File: src/hw/rtl/emp_pkg.sv
// shared types and constants for the energy density and poynting vector core
package emp_pkg;

  // field widths
  localparam int IN_W   = 32;
  localparam int OUT_W  = 48;
  localparam int CFG_W  = 32;
  localparam int PROD_W = 2 * IN_W;
  // energy sum of two 32x64 products
  localparam int TOT_W  = CFG_W + PROD_W + 1;
  // flux magnitude times reciprocal permeability
  localparam int MAG_W  = CFG_W + PROD_W;
  // sum of three squared 48 bit magnitudes
  localparam int SQ_W   = 2 * OUT_W + 2;
  // root of a SQ_W bit value
  localparam int ROOT_W = SQ_W / 2;

  localparam logic [OUT_W-1:0] OUT_MAX = {OUT_W{1'b1}};
  localparam logic [OUT_W-1:0] POS_MAX = {1'b0, {(OUT_W-1){1'b1}}};
  localparam logic [OUT_W-1:0] NEG_MAG = {1'b1, {(OUT_W-1){1'b0}}};

  // configuration register indexes
  localparam logic CFG_PERMITTIVITY = 1'b0;
  localparam logic CFG_INV_PERM     = 1'b1;

  // results that ride along the root chain
  typedef struct packed {
    logic [OUT_W-1:0]        energy;
    logic signed [OUT_W-1:0] flux_x;
    logic signed [OUT_W-1:0] flux_y;
    logic signed [OUT_W-1:0] flux_z;
    logic                    huge;
    logic                    sat;
  } side_t;

  // contents of one root cell
  typedef struct packed {
    logic [SQ_W-1:0]   rem;
    logic [ROOT_W-1:0] root;
    side_t             side;
  } cell_t;

endpackage

File: src/hw/rtl/emp_sqrt_cell.sv
// one cell of the root chain, settles one root bit per item
module emp_sqrt_cell #(
  parameter int BIT = 0
) (
  input  logic           clk,
  input  logic           rst_n,
  input  logic           up_valid,
  output logic           up_ready,
  input  emp_pkg::cell_t up_data,
  output logic           dn_valid,
  input  logic           dn_ready,
  output emp_pkg::cell_t dn_data
);

  localparam int SQ_W   = emp_pkg::SQ_W;
  localparam int ROOT_W = emp_pkg::ROOT_W;

  logic           valid_r;
  emp_pkg::cell_t data_r;
  emp_pkg::cell_t data_nxt;
  logic [SQ_W-1:0] trial;

  assign up_ready = !valid_r || dn_ready;
  assign dn_valid = valid_r;
  assign dn_data  = data_r;

  // trial subtrahend 2*root*2^BIT + 4^BIT
  always_comb begin
    trial    = (SQ_W'(up_data.root) << (BIT + 1)) + (SQ_W'(1) << (2 * BIT));
    data_nxt = up_data;
    if (up_data.rem >= trial) begin
      data_nxt.rem  = up_data.rem - trial;
      data_nxt.root = up_data.root | (ROOT_W'(1) << BIT);
    end
  end

  always_ff @(posedge clk) begin
    if (!rst_n) begin
      valid_r <= 1'b0;
    end else if (up_ready) begin
      valid_r <= up_valid;
    end
  end

  always_ff @(posedge clk) begin
    if (up_ready) begin
      data_r <= data_nxt;
    end
  end

endmodule

File: config.mk
export PLATFORM = sky130hd
export DESIGN_NAME = emp_sqrt_cell
export DESIGN_NICKNAME = d
export VERILOG_FILES = /design/src/hw/rtl/emp_pkg.sv /design/src/hw/rtl/emp_sqrt_cell.sv
export SDC_FILE = /design/constraint.sdc
export NUM_CORES = 1
export LEC_CHECK = 0
export BUFFER_PORTS_ARGS = -buffer_cell sky130_fd_sc_hd__buf_4
export CAP_MARGIN = 5
export CORE_AREA = 5 5 261 263
export CTS_CLUSTER_DIAMETER = 100
export CTS_CLUSTER_SIZE = 16
export DETAILED_ROUTE_END_ITERATION = 16
export DIE_AREA = 0 0 266 268
export PLACE_DENSITY_LB_ADDON = 0.15
export SLEW_MARGIN = 5
export SYNTH_ARGS = -nofsm -noshare
export SYNTH_HDL_FRONTEND = slang
export SYNTH_SLANG_ARGS = --single-unit
File: constraint.sdc
create_clock -name clk -period 13.2 [get_ports clk]
set_input_delay 1.32 -clock clk [delete_from_list [all_inputs] [get_ports clk]]
set_output_delay 1.32 -clock clk [all_outputs]
set_load 0.01 [all_outputs]
Yosys cells after proc, flatten, opt, wreduce, memory -nomap -nowiden
Index checks and enable logic that the tools add are counted.
W data, S select, Z words.
Operators by class
  $add $sub $neg: 2
  magnitude comparators: 1
  muxes and demuxes: 1
  reductions and logical operators: 2
Operators with widths (count)
  $mux W147: 1
  $ge A98 B51 Y1: 1
  $sub A98 B51 Y98: 1
  $add A50 B1 Y51 const B: 1
  $logic_not A1 Y1: 1
  $logic_or A1 B1 Y1: 1
Word-level totals
  register bits after elaboration: 342
  bits of input ports: 345

Longest topological paths before layout
Gate-level depths: netlist of the first run.
  depth after elaboration: 3
  mapped depth: 14
  mapped depth without buffers: 12

Worst setup path after synthesis of the first run
OpenSTA, ideal clock, no wires.
  path kind: input-to-output
  start point: input dn_ready
  end point: output up_ready
  data arrival time: 9545 ps
  required time: 11880 ps
  slack: 2335 ps
  cell stages on the path: 1
  path buffers: 0
  cells stage by stage: nand2b_1
On the way
  cells in the longest elaborated chain, start to end: 1
Ends and longest elaborated chain
  start: declaration: line emp_sqrt_cell.sv:11  | input logic dn_ready,
  $logic_or A1 B1 Y1: line emp_sqrt_cell.sv:23  | assign up_ready = !valid_r || dn_ready;
  end: declaration: line emp_sqrt_cell.sv:8  | output logic up_ready,
No other way between the ends.

==> results.md, run 1 <==
- complete, no violations — outcome
- 0.00942 uW — Leak
- 21400 um2 — DP Area
- 0 — count of hold-fix buffers inserted at cts
- 0 — setup fix buffers added after clock tree synthesis
- 4.40 — average via count per standard cell
- 0.832 — routability-driven placement congestion ratio
- 0 — Post-route DRC
- 71300 um2 — Total Die Area
- 63.3 mm — DRT Wirelength
- primary input to register — path type of the worst min-delay path
- 15300 um2 — Cell Area, Synth
- 0 — YS warnings
- 5570 ps — Data arrival, critical path
- 0 ps — Total Neg Setup Slack
- 0 — Max Cap Viol
- 342 — CTS sink cnt
- dn_data[284] — critical register-to-register path endpoint
- 7940 ps — setup ws final
- 0 — count of nets left with antenna violations after detail routing
- 122 nW/um2 — Pwr per Cell Area
- sky130_fd_sc_hd__edfxtp_1 — most frequently used flop master after synthesis
- 13.5 ps — skew final
- 7160 ps — Setup WS pre-CTS
- dn_valid — beginning of the worst register-to-register path
- 0 — overflow left after global routing
- register — kind of capture point of the worst setup path
- 1529 — Post-Synthesis Net Count
- 87.1 mm — global-route wire length before repair
- 22300 um2 — post-route cell area
- 12300 — via count of the first global-routing pass
- 39.9% — portion of the clock cycle consumed by the worst path in the final layout
- sky130_fd_sc_hd__edfxtp_1 — top cell type by total area after synthesis
- 266 um — Chip Width
- 5 — first drt pass iteration count
- sky130_fd_sc_hd__edfxtp_1, sky130_fd_sc_hd__a21oi_1, sky130_fd_sc_hd__nor2_1 — most frequent cells after synthesis
- 45.7% — Syn-to-layout area delta
- up_data[201] — CP Launch Point
- 42.0% — proportion of layout cells with a drive suffix above 1
- 342 — number of register bits inferred by synthesis
- 688 — top-level I/O count
- 0 — final number of setup-violating endpoints
- 1133 — post-synthesis instance total
- 65400 um2 — Core Box Area
- done — TritonCTS clock tree
- 13510 ps — Critical Path RT
- 69 — peak fanout along the critical path
- 13.5 um2 — Avg Inst Size Synth
- 67.1% — register area share after synthesis
- 864 — violation count after the first detailed-routing iteration
- 687 — quantity of I/O buffers inserted on ports
- 3 — cells on worst reg2reg path
- sky130_fd_sc_hd__clkbuf_16 — buffer cell driving the clock tree root
- 2720 uW — total design power
- 11900 — vias after detailed routing
- 23.4% — Initial Util
- 0% — asr flop ratio synth
- 6680 — fill cell count
- 5260 ps — minimum clock period
- false — unrepaired setup endpoints after global routing
- 67.0% — area share of the largest cell type after synthesis
- 3 — maximum buffer depth of the clock tree
- dn_data[303] — worst setup path end
- 268 um — chip height
- 80 ps — Worst-path clk slew
- 910 ps — WHS
- 341 — number of synthesized flops with an enable pin
- primary input — startpoint class of the critical path
- 0 — final hold viol count
- 23.4 um — post-detailed-route wirelength per cell
- 1 — Hold Path Stages
- 138 — largest net degree at the start of global routing
- 52.2 mm — HPWL Detailed
- 0 — number of max-slew violations in the final report
- sky130_fd_sc_hd__edfxtp_1 — cell with the most instances after synthesis
- 66 — count of distinct cell types in the synthesized netlist
- 16.4% — total global-route track usage
- sky130_fd_sc_hd__edfxtp_1, sky130_fd_sc_hd__ha_1, sky130_fd_sc_hd__a21oi_1 — Synth area leaders
- 0 — post-CTS sizing
- 190 MHz — highest achievable clock rate
- 32.9% — relative slew slack
- 10620 ps — register-to-register path setup slack
- 28 — clock buffers created by TritonCTS
- 2213 — Post-layout nets
- 994 ps — actual slew at the worst max-slew pin
- 580 ps — clk_lat worst skew
- 94 — row count
- 0.0921 mV — worst voltage drop across the vdd grid
- 15 — number of antenna violations at the first check in global routing
- 1 — CTS H-tree lvls
- primary input to register — Worst Setup Path Type
[metal layers]
layer,share of wire [%],GRT usage [%],vias up
met1,37,18.8,5710
met4,2.3,4.19,4
met3,8.7,5.25,81
met5,0.054,0,-
met2,52,29.9,508
li1,-,-,5605
[logic make-up after synthesis]
group                    Yosys count  share of synthesized area [%]
flip-flops                       342                           67.1
AND/OR/NAND/NOR                  302                           10.4
AO/OA/AOI/OAI                    224                           8.94
buffers and inverters            106                           2.87
XOR/XNOR                          95                           5.45
adder cells (fa/ha/maj)           51                           4.23
multiplexers                      13                          0.958
[worst max-delay path, cell delays in order]
cell and delay, ps:
sky130_fd_sc_hd__buf_4 80, sky130_fd_sc_hd__inv_1 40, sky130_fd_sc_hd__ha_1 410, sky130_fd_sc_hd__and4_1 300, sky130_fd_sc_hd__and4_1 250, sky130_fd_sc_hd__a21oi_1 110, sky130_fd_sc_hd__o32ai_1 580, sky130_fd_sc_hd__nor2_1 230
sky130_fd_sc_hd__o211ai_4 700, sky130_fd_sc_hd__buf_4 730, sky130_fd_sc_hd__nand4_1 250, sky130_fd_sc_hd__nor3_1 180, sky130_fd_sc_hd__o311ai_0 200, sky130_fd_sc_hd__xnor2_1 170
[worst min path at each step]
stage               slack [ps]           end    startpoint
finish                     910  dn_data[110]  up_data[110]
global route               860  dn_data[110]  up_data[110]
CTS                        860  dn_data[110]  up_data[110]
detailed placement         950   dn_data[19]      dn_valid
global placement           950   dn_data[76]      dn_valid
floorplan                 1420    dn_data[0]    up_data[0]
[area by class of cell]
class                      count  area (um2)  share of cell area [%]
clock inverter                10        77.6                   0.349
clock buffer                  36         762                    3.42
timing repair buffer         694        5220                    23.5
tap                          864        1080                    4.86
sequential                   342       10300                    46.1
inverter                      66         248                    1.11
multi-input combinational    685        4590                    20.6
antenna                        7        17.5                  0.0787
[power breakdown]
| group | switching (uW) | internal (uW) |
|---|---|---|
| clock network | 417 | 410 |
| logic | 287 | 262 |
| registers | 30.2 | 1310 |
| total | 734 | 1980 |
[per-stage QoR]
| step | util [%] | cells |
|---|---|---|
| 2_1_floorplan | - | 1133 |
| 3_3_place_gp | 32.7 | 2651 |
| 3_5_place_dp | 32.7 | 2651 |
| 4_1_cts | 34.0 | 2697 |
| 5_1_grt | 34.0 | 2703 |
| 6_report | 34.0 | 2704 |
[cell usage in the layout, fill, tap and decap left out, types with 10 or more instances in the layout]
| cell | instances |
|---|---|
| sky130_fd_sc_hd__clkbuf_16 | 29 |
| sky130_fd_sc_hd__o21ai_0 | 37 |
| sky130_fd_sc_hd__mux2_2 | 11 |
| sky130_fd_sc_hd__a31oi_1 | 12 |
| sky130_fd_sc_hd__nand3_1 | 13 |
| sky130_fd_sc_hd__o21bai_1 | 10 |
| sky130_fd_sc_hd__a21o_1 | 20 |
| sky130_fd_sc_hd__xor2_1 | 54 |
| sky130_fd_sc_hd__nor4_1 | 18 |
| sky130_fd_sc_hd__nor2_1 | 97 |
| sky130_fd_sc_hd__nor3_1 | 25 |
| sky130_fd_sc_hd__or3_1 | 11 |
| sky130_fd_sc_hd__ha_1 | 50 |
| sky130_fd_sc_hd__a21oi_1 | 108 |
| sky130_fd_sc_hd__inv_1 | 66 |
| sky130_fd_sc_hd__nand4_1 | 25 |
| sky130_fd_sc_hd__buf_4 | 693 |
| sky130_fd_sc_hd__nand2_1 | 56 |
| sky130_fd_sc_hd__xnor2_1 | 41 |
| sky130_fd_sc_hd__edfxtp_1 | 341 |
[registers in the layout, summed over array words and instances, names as in the netlist]
register / flops
dn_valid: 1
dn_data: 341
(Power assumes the default switching activity.)
==> run 2: changes to the inputs <==
--- a/config.mk
+++ b/config.mk
@@ -7,11 +7,11 @@
 export LEC_CHECK = 0
 export BUFFER_PORTS_ARGS = -buffer_cell sky130_fd_sc_hd__buf_4
 export CAP_MARGIN = 5
-export CORE_AREA = 5 5 261 263
+export CORE_AREA = 5 5 267 269
 export CTS_CLUSTER_DIAMETER = 100
 export CTS_CLUSTER_SIZE = 16
 export DETAILED_ROUTE_END_ITERATION = 16
-export DIE_AREA = 0 0 266 268
+export DIE_AREA = 0 0 272 274
 export PLACE_DENSITY_LB_ADDON = 0.15
 export SLEW_MARGIN = 5
 export SYNTH_ARGS = -nofsm -noshare
==> constraint.sdc (replaced) <==
create_clock -name clk -period 4.7 [get_ports clk]
set_input_delay 0.47 -clock clk [delete_from_list [all_inputs] [get_ports clk]]
set_output_delay 0.47 -clock clk [all_outputs]
set_load 0.01 [all_outputs]
==> results.md, run 2 (synthesis results as in run 1) <==
- 82.3% — portion of the clock cycle consumed by the worst path in the final layout
- 54.7 mm — HPWL Detailed, +4.8%
- 40.1% — proportion of layout cells with a drive suffix above 1, -1.8 points
- 54.1 ps — WHS, -856 ps
- 51.2% — Syn-to-layout area delta
- 2 — cells on worst reg2reg path, -1
- 697 — violation count after the first detailed-routing iteration, -19%
- 2294 — Post-layout nets, +3.7%
- primary input — startpoint class of the critical path
- 341 — max reg flops, unchanged
- 31.1% — fraction of met2 tracks used by global routing, +1.2 points
- 1 — Hold Path Stages, unchanged
- 12800 — via count of the first global-routing pass, +4.0%
- sky130_fd_sc_hd__buf_4, sky130_fd_sc_hd__edfxtp_1, sky130_fd_sc_hd__a21oi_1 — leading cell types in the layout, fill and taps excluded
- 96 — row count, +2.1%
- 30.9% — relative slew slack, -2.0 points
- 23.5 um — post-detailed-route wirelength per cell, +0.41%
- done — TritonCTS clock tree
- 0 — Post-route DRC, unchanged
- 7.05% — met3 routing resource usage after global routing, +1.8 points
- 0 — final hold viol count, unchanged
- 5020 ps — Critical Path RT, -8490 ps
- 1020 ps — actual slew at the worst max-slew pin, +29.5 ps
- 90.5 mm — global-route wire length before repair, +3.9%
- 688 — top-level I/O count, unchanged
- register — kind of capture point of the worst setup path
- 342 — CTS sink cnt, unchanged
- 16.8% — GR met1 Demand/Resource, -2.0 points
- 0.823 — routability-driven placement congestion ratio, -1.1%
- 18.1 ps — skew final, +4.57 ps
- 121 — largest net degree at the start of global routing, -12%
- 16.4% — total global-route track usage, +0.018 points
- sky130_fd_sc_hd__buf_4 — most frequent standard cell in the layout excluding fill and tap cells
- 274 um — chip height, +2.2%
- primary input to register — path type of the worst min-delay path
- 4180 ps — Data arrival, critical path, -1390 ps
- 0 — overflow left after global routing, unchanged
- complete, no violations — outcome
- 0.00976 uW — Leak, +3.6%
- 3 — maximum buffer depth of the clock tree, unchanged
- primary input to register — Worst Setup Path Type
- 22.4% — Initial Util, -1.0 points
- 0 — final number of setup-violating endpoints, unchanged
- 0 — Max Cap Viol, unchanged
- 12200 — vias after detailed routing, +2.5%
- sky130_fd_sc_hd__clkbuf_16 — buffer cell driving the clock tree root
- 0.258 mV — worst voltage drop across the vdd grid, +180%
- 3870 ps — minimum clock period
- met2 — GR peak layer
- 580 ps — clk_lat worst skew, about the same
- 272 um — Chip Width, +2.3%
- 6 — peak fanout along the critical path, -91%
- 333 nW/um2 — Pwr per Cell Area, +170%
- 27 — clock buffers created by TritonCTS, -3.6%
- 4.35 — average via count per standard cell, -1.3%
- 20 — number of antenna violations at the first check in global routing, +5
- false — unrepaired setup endpoints after global routing
- 80 ps — Worst-path clk slew, about the same
- 0 — number of max-slew violations in the final report, unchanged
- 1 — CTS H-tree lvls, unchanged
- 259 MHz — highest achievable clock rate
- 66.0 mm — DRT Wirelength, +4.2%
- 68300 um2 — Core Box Area, +4.5%
- 33.8% — final cell utilization of the core, -0.23 points
- 0 — count of nets left with antenna violations after detail routing, unchanged
- 74500 um2 — Total Die Area, +4.5%
- 0 ps — Total Neg Setup Slack, unchanged
- 687 — quantity of I/O buffers inserted on ports, unchanged
- 7 — first drt pass iteration count, +2
## run 2: changes by cell type in the layout (fill, tap and decap cells not counted), sizes merged
cell	previous run	this run
buf	694	701
bufinv	0	1
clkbuf	36	41
clkinv	6	2
diode	7	8
dlygate4sd3	0	75
## run 2: timing repair
item	in CTS	in global routing
setup endpoints to repair	0	0
hold endpoints to repair	75	0
buffers inserted	0	0
hold buffers	75	0
gates resized for setup	0	0
## run 2: worst max-delay path, cell delays in order
cell	delay [ps]
sky130_fd_sc_hd__buf_4	80
sky130_fd_sc_hd__inv_1	40
sky130_fd_sc_hd__ha_1	440
sky130_fd_sc_hd__a21o_1	180
sky130_fd_sc_hd__a21o_1	130
sky130_fd_sc_hd__o2111ai_1	200
sky130_fd_sc_hd__a21oi_1	400
sky130_fd_sc_hd__a2111oi_0	190
sky130_fd_sc_hd__buf_4	190
sky130_fd_sc_hd__o41ai_1	670
sky130_fd_sc_hd__a21oi_1	300
sky130_fd_sc_hd__o32ai_1	570
sky130_fd_sc_hd__nor3_1	130
sky130_fd_sc_hd__xor2_1	170
## run 2: worst paths after layout
check / slack, ps / from / to
worst max-delay path: 830 / up_data[196] / dn_data[308]
worst min-delay path: 50 / up_data[182] / dn_data[182]
worst max register to register: 2700 / dn_valid / dn_data[144]
worst min register to register: 1040 / dn_valid / dn_data[192]
## run 2: through the flow
| stage | cell area (um2) | power, uW | setup WS (ps) | cells |
|---|---|---|---|---|
| floorplan | 15300 | 4460 | 1290 | 1133 |
| global placement | 21500 | 5410 | 258 | 2676 |
| detailed placement | 21500 | 5410 | 276 | 2676 |
| CTS | 23100 | 7850 | 905 | 2799 |
| global route | 23100 | 8070 | 609 | 2804 |
| finish | 23100 | 7680 | 833 | 2807 |
## run 2: report_power, final
part           internal (uW)  leakage [uW]  total, uW  switching [uW]
Sequential              3680       0.00354       3770            86.6
Clock                   1140      0.000391       2310            1170
Combinational            782       0.00583       1610             827
Total                   5600       0.00976       7680            2080
## run 2: final cells by class
cell class,instances,area (um2)
Antenna cell,8,20.0
Clock buffer,41,728
Clock inverter,7,95.1
Fill cell,6882,45200
Inverter,66,248
Multi-Input combinational cell,685,4590
Sequential cell,342,10300
Tap cell,882,1100
Timing Repair Buffer,776,6060
## run 2: per-layer routing
layer,vias up,part of all wire (%)
met4,6,2.1
met2,441,54
li1,5782,-
met5,-,0.062
met1,5892,34
met3,81,10
==> run 3: changes to the inputs <==
--- a/config.mk
+++ b/config.mk
@@ -7,11 +7,11 @@
 export LEC_CHECK = 0
 export BUFFER_PORTS_ARGS = -buffer_cell sky130_fd_sc_hd__buf_4
 export CAP_MARGIN = 5
-export CORE_AREA = 5 5 267 269
+export CORE_AREA = 5 5 261 263
 export CTS_CLUSTER_DIAMETER = 100
 export CTS_CLUSTER_SIZE = 16
 export DETAILED_ROUTE_END_ITERATION = 16
-export DIE_AREA = 0 0 272 274
+export DIE_AREA = 0 0 266 268
 export PLACE_DENSITY_LB_ADDON = 0.15
 export SLEW_MARGIN = 5
 export SYNTH_ARGS = -nofsm -noshare
==> constraint.sdc (replaced) <==
create_clock -name clk -period 3.7 [get_ports clk]
set_input_delay 0.37 -clock clk [delete_from_list [all_inputs] [get_ports clk]]
set_output_delay 0.37 -clock clk [all_outputs]
set_load 0.01 [all_outputs]
==> results.md, run 3 (synthesis results as in run 1) <==
- dn_valid — beginning of the worst register-to-register path
- sky130_fd_sc_hd__dlygate4sd3_1 — CP max stage cell
- 41.4% — relative slew slack, +10 points
- 40.6% — proportion of layout cells with a drive suffix above 1, +0.52 points
- sky130_fd_sc_hd__buf_4 — most frequent standard cell in the layout excluding fill and tap cells
- 0.0111 uW — Leak, +13%
- 65400 um2 — Core Box Area, -4.3%
- -328 ps — Setup WS pre-CTS, -604 ps
- 342 — CTS sink cnt, unchanged
- 94 — row count, -2.1%
- 4020 ps — Critical Path RT, -1000 ps
- 392 nW/um2 — Pwr per Cell Area, +18%
- 0 — Post-route DRC, unchanged
- 688 — top-level I/O count, unchanged
- primary input — startpoint class of the critical path
- 19.4 ps — skew final, +1.35 ps
- 4 — first drt pass iteration count, -3
- 64.9 mm — DRT Wirelength, -1.6%
- 28 — clock buffers created by TritonCTS, +3.7%
- false — unrepaired setup endpoints after global routing
- 96.4% — portion of the clock cycle consumed by the worst path in the final layout
- 0 — final hold viol count, unchanged
- 0 — Max Cap Viol, unchanged
- 7 — peak fanout along the critical path, +1
- 70 ps — Worst-path clk slew, about the same
- primary input to register — Worst Setup Path Type
- 0.284 mV — worst voltage drop across the vdd grid, +10%
- register — kind of capture point of the worst setup path
- 23.4% — Initial Util, +1.0 points
- 53 — largest net degree at the start of global routing, -56%
- 13200 — vias after detailed routing, +7.8%
- sky130_fd_sc_hd__buf_4, sky130_fd_sc_hd__edfxtp_1, sky130_fd_sc_hd__dlygate4sd3_1 — leading cell types in the layout, fill and taps excluded
- 0 ps — Total Neg Setup Slack, unchanged
- 4.29 — average via count per standard cell, -1.3%
- 2576 — Post-layout nets, +12%
- 880 ps — actual slew at the worst max-slew pin, -144 ps
- rst_n — start point of the worst hold path
- done — TritonCTS clock tree
- 68.3% — Syn-to-layout area delta
- complete, no violations — outcome
- 280 MHz — highest achievable clock rate
- 268 um — chip height, -2.2%
- 0 — overflow left after global routing, unchanged
- 580 ps — clk_lat worst skew, about the same
- 16.9% — total global-route track usage, +0.42 points
- 71300 um2 — Total Die Area, -4.3%
- 3890 ps — Data arrival, critical path, -290 ps
- 3570 ps — minimum clock period
- 132 ps — setup ws final, -701 ps
- 1 — CTS H-tree lvls, unchanged
- 538 — violation count after the first detailed-routing iteration, -23%
- 10 — number of antenna violations at the first check in global routing, -50%
- 3 — maximum buffer depth of the clock tree, unchanged
- 341 — max reg flops, unchanged
- 25700 um2 — post-route cell area, +11%
- 6426 — fill cell count, -6.6%
- primary input to register — path type of the worst min-delay path
- 266 um — Chip Width, -2.2%
- 520 ps — peak per-stage delay on the critical path, -150 ps
- 0 — number of max-slew violations in the final report, unchanged
- 13900 — via count of the first global-routing pass, +8.8%
- up_data[205] — CP Launch Point
- 53.2 mm — HPWL Detailed, -2.7%
- 0.812 — routability-driven placement congestion ratio, -1.3%
- sky130_fd_sc_hd__buf_4 — most frequent cell on the critical path
- 21.2 um — post-detailed-route wirelength per cell, -9.9%
- 22400 um2 — DP Area, +4.0%
- dlygate4sd3_1 -> buf_4 -> inv_1 -> ha_1 -> buf_4 -> a21oi_1 -> o21ai_0 -> a221o_1 -> a31oi_1 -> a21oi_1 -> buf_4 -> a31oi_1 -> buf_4 -> o21ai_2 -> or2_4 -> buf_4 -> nor3_1 -> xor2_1 — cells along the critical path
- 687 — quantity of I/O buffers inserted on ports, unchanged
- 0 — final number of setup-violating endpoints, unchanged
- 91.0 mm — global-route wire length before repair, +0.53%
- 0 — count of nets left with antenna violations after detail routing, unchanged
- sky130_fd_sc_hd__clkbuf_16 — buffer cell driving the clock tree root
==> run 3: cell count changes in the layout (fill, tap and decap cells not counted), sizes merged <==
cell,change
diode,-1
clkbuf,-4
clkinv,+2
dlygate4sd3,+167
buf,+114
clkinvlp,-1
==> run 3: where the power goes <==
part / total (uW) / switching (uW) / internal (uW)
logic: 2320 / 1110 / 1210
registers: 4780 / 111 / 4670
clock network: 2970 / 1450 / 1520
==> run 3: final cells by class <==
class                           count  area, um2  share of cell area, %
Tap cell                          864       1080                   4.20
Clock buffer                       37        756                   2.94
Multi-Input combinational cell    685       4630                   18.0
Clock inverter                      8        101                  0.394
Sequential cell                   342      10300                   39.9
Antenna cell                        7       17.5                 0.0681
Inverter                           66        248                  0.964
Timing Repair Buffer             1057       8620                   33.5
==> run 3: final timing paths <==
kind | endpoint | slack (ps) | cells past startpoint
min reg2reg | dn_data[163] | 1220 | 1
max | dn_data[328] | 130 | 18
max reg2reg | dn_data[132] | 1870 | 2
min | dn_valid | 70 | 2
==> run 3: what timing repair did <==
item	4_1_cts	5_1_grt
hold buffers	242	0
endpoints found under the setup margin	0	14
gates resized for setup	0	7
buffers inserted	0	0
endpoints found under the hold margin	242	0
==> run 3: metrics by stage <==
step                      total power, uW  hold slack [ps]  utilization (%)  instances
final                               10100             68.6             39.3       3066
after global routing                10600             43.3             39.3       3064
after CTS                           10300             12.4             39.2       3059
after detailed placement             6990              549             34.2       2772
after global placement               6990              548             34.2       2772
after floorplan                      5670              469                -       1133
==> run 3: worst max-delay path, delay by kind of cell <==
family                   cells  cell delay (ps)
XOR/XNOR                     1              110
AND/OR/NAND/NOR              2              520
buffers and inverters        7             1330
AO/OA/AOI/OAI                7             1250
adder cells (fa/ha/maj)      1              290
==> run 3: per-layer routing <==
| metal | track usage (%) | share of wire [%] |
|---|---|---|
| met5 | 0 | 0.052 |
| met4 | 4.16 | 2.3 |
| met3 | 5.63 | 8.4 |
| met2 | 31.3 | 52 |
| met1 | 18.7 | 37 |
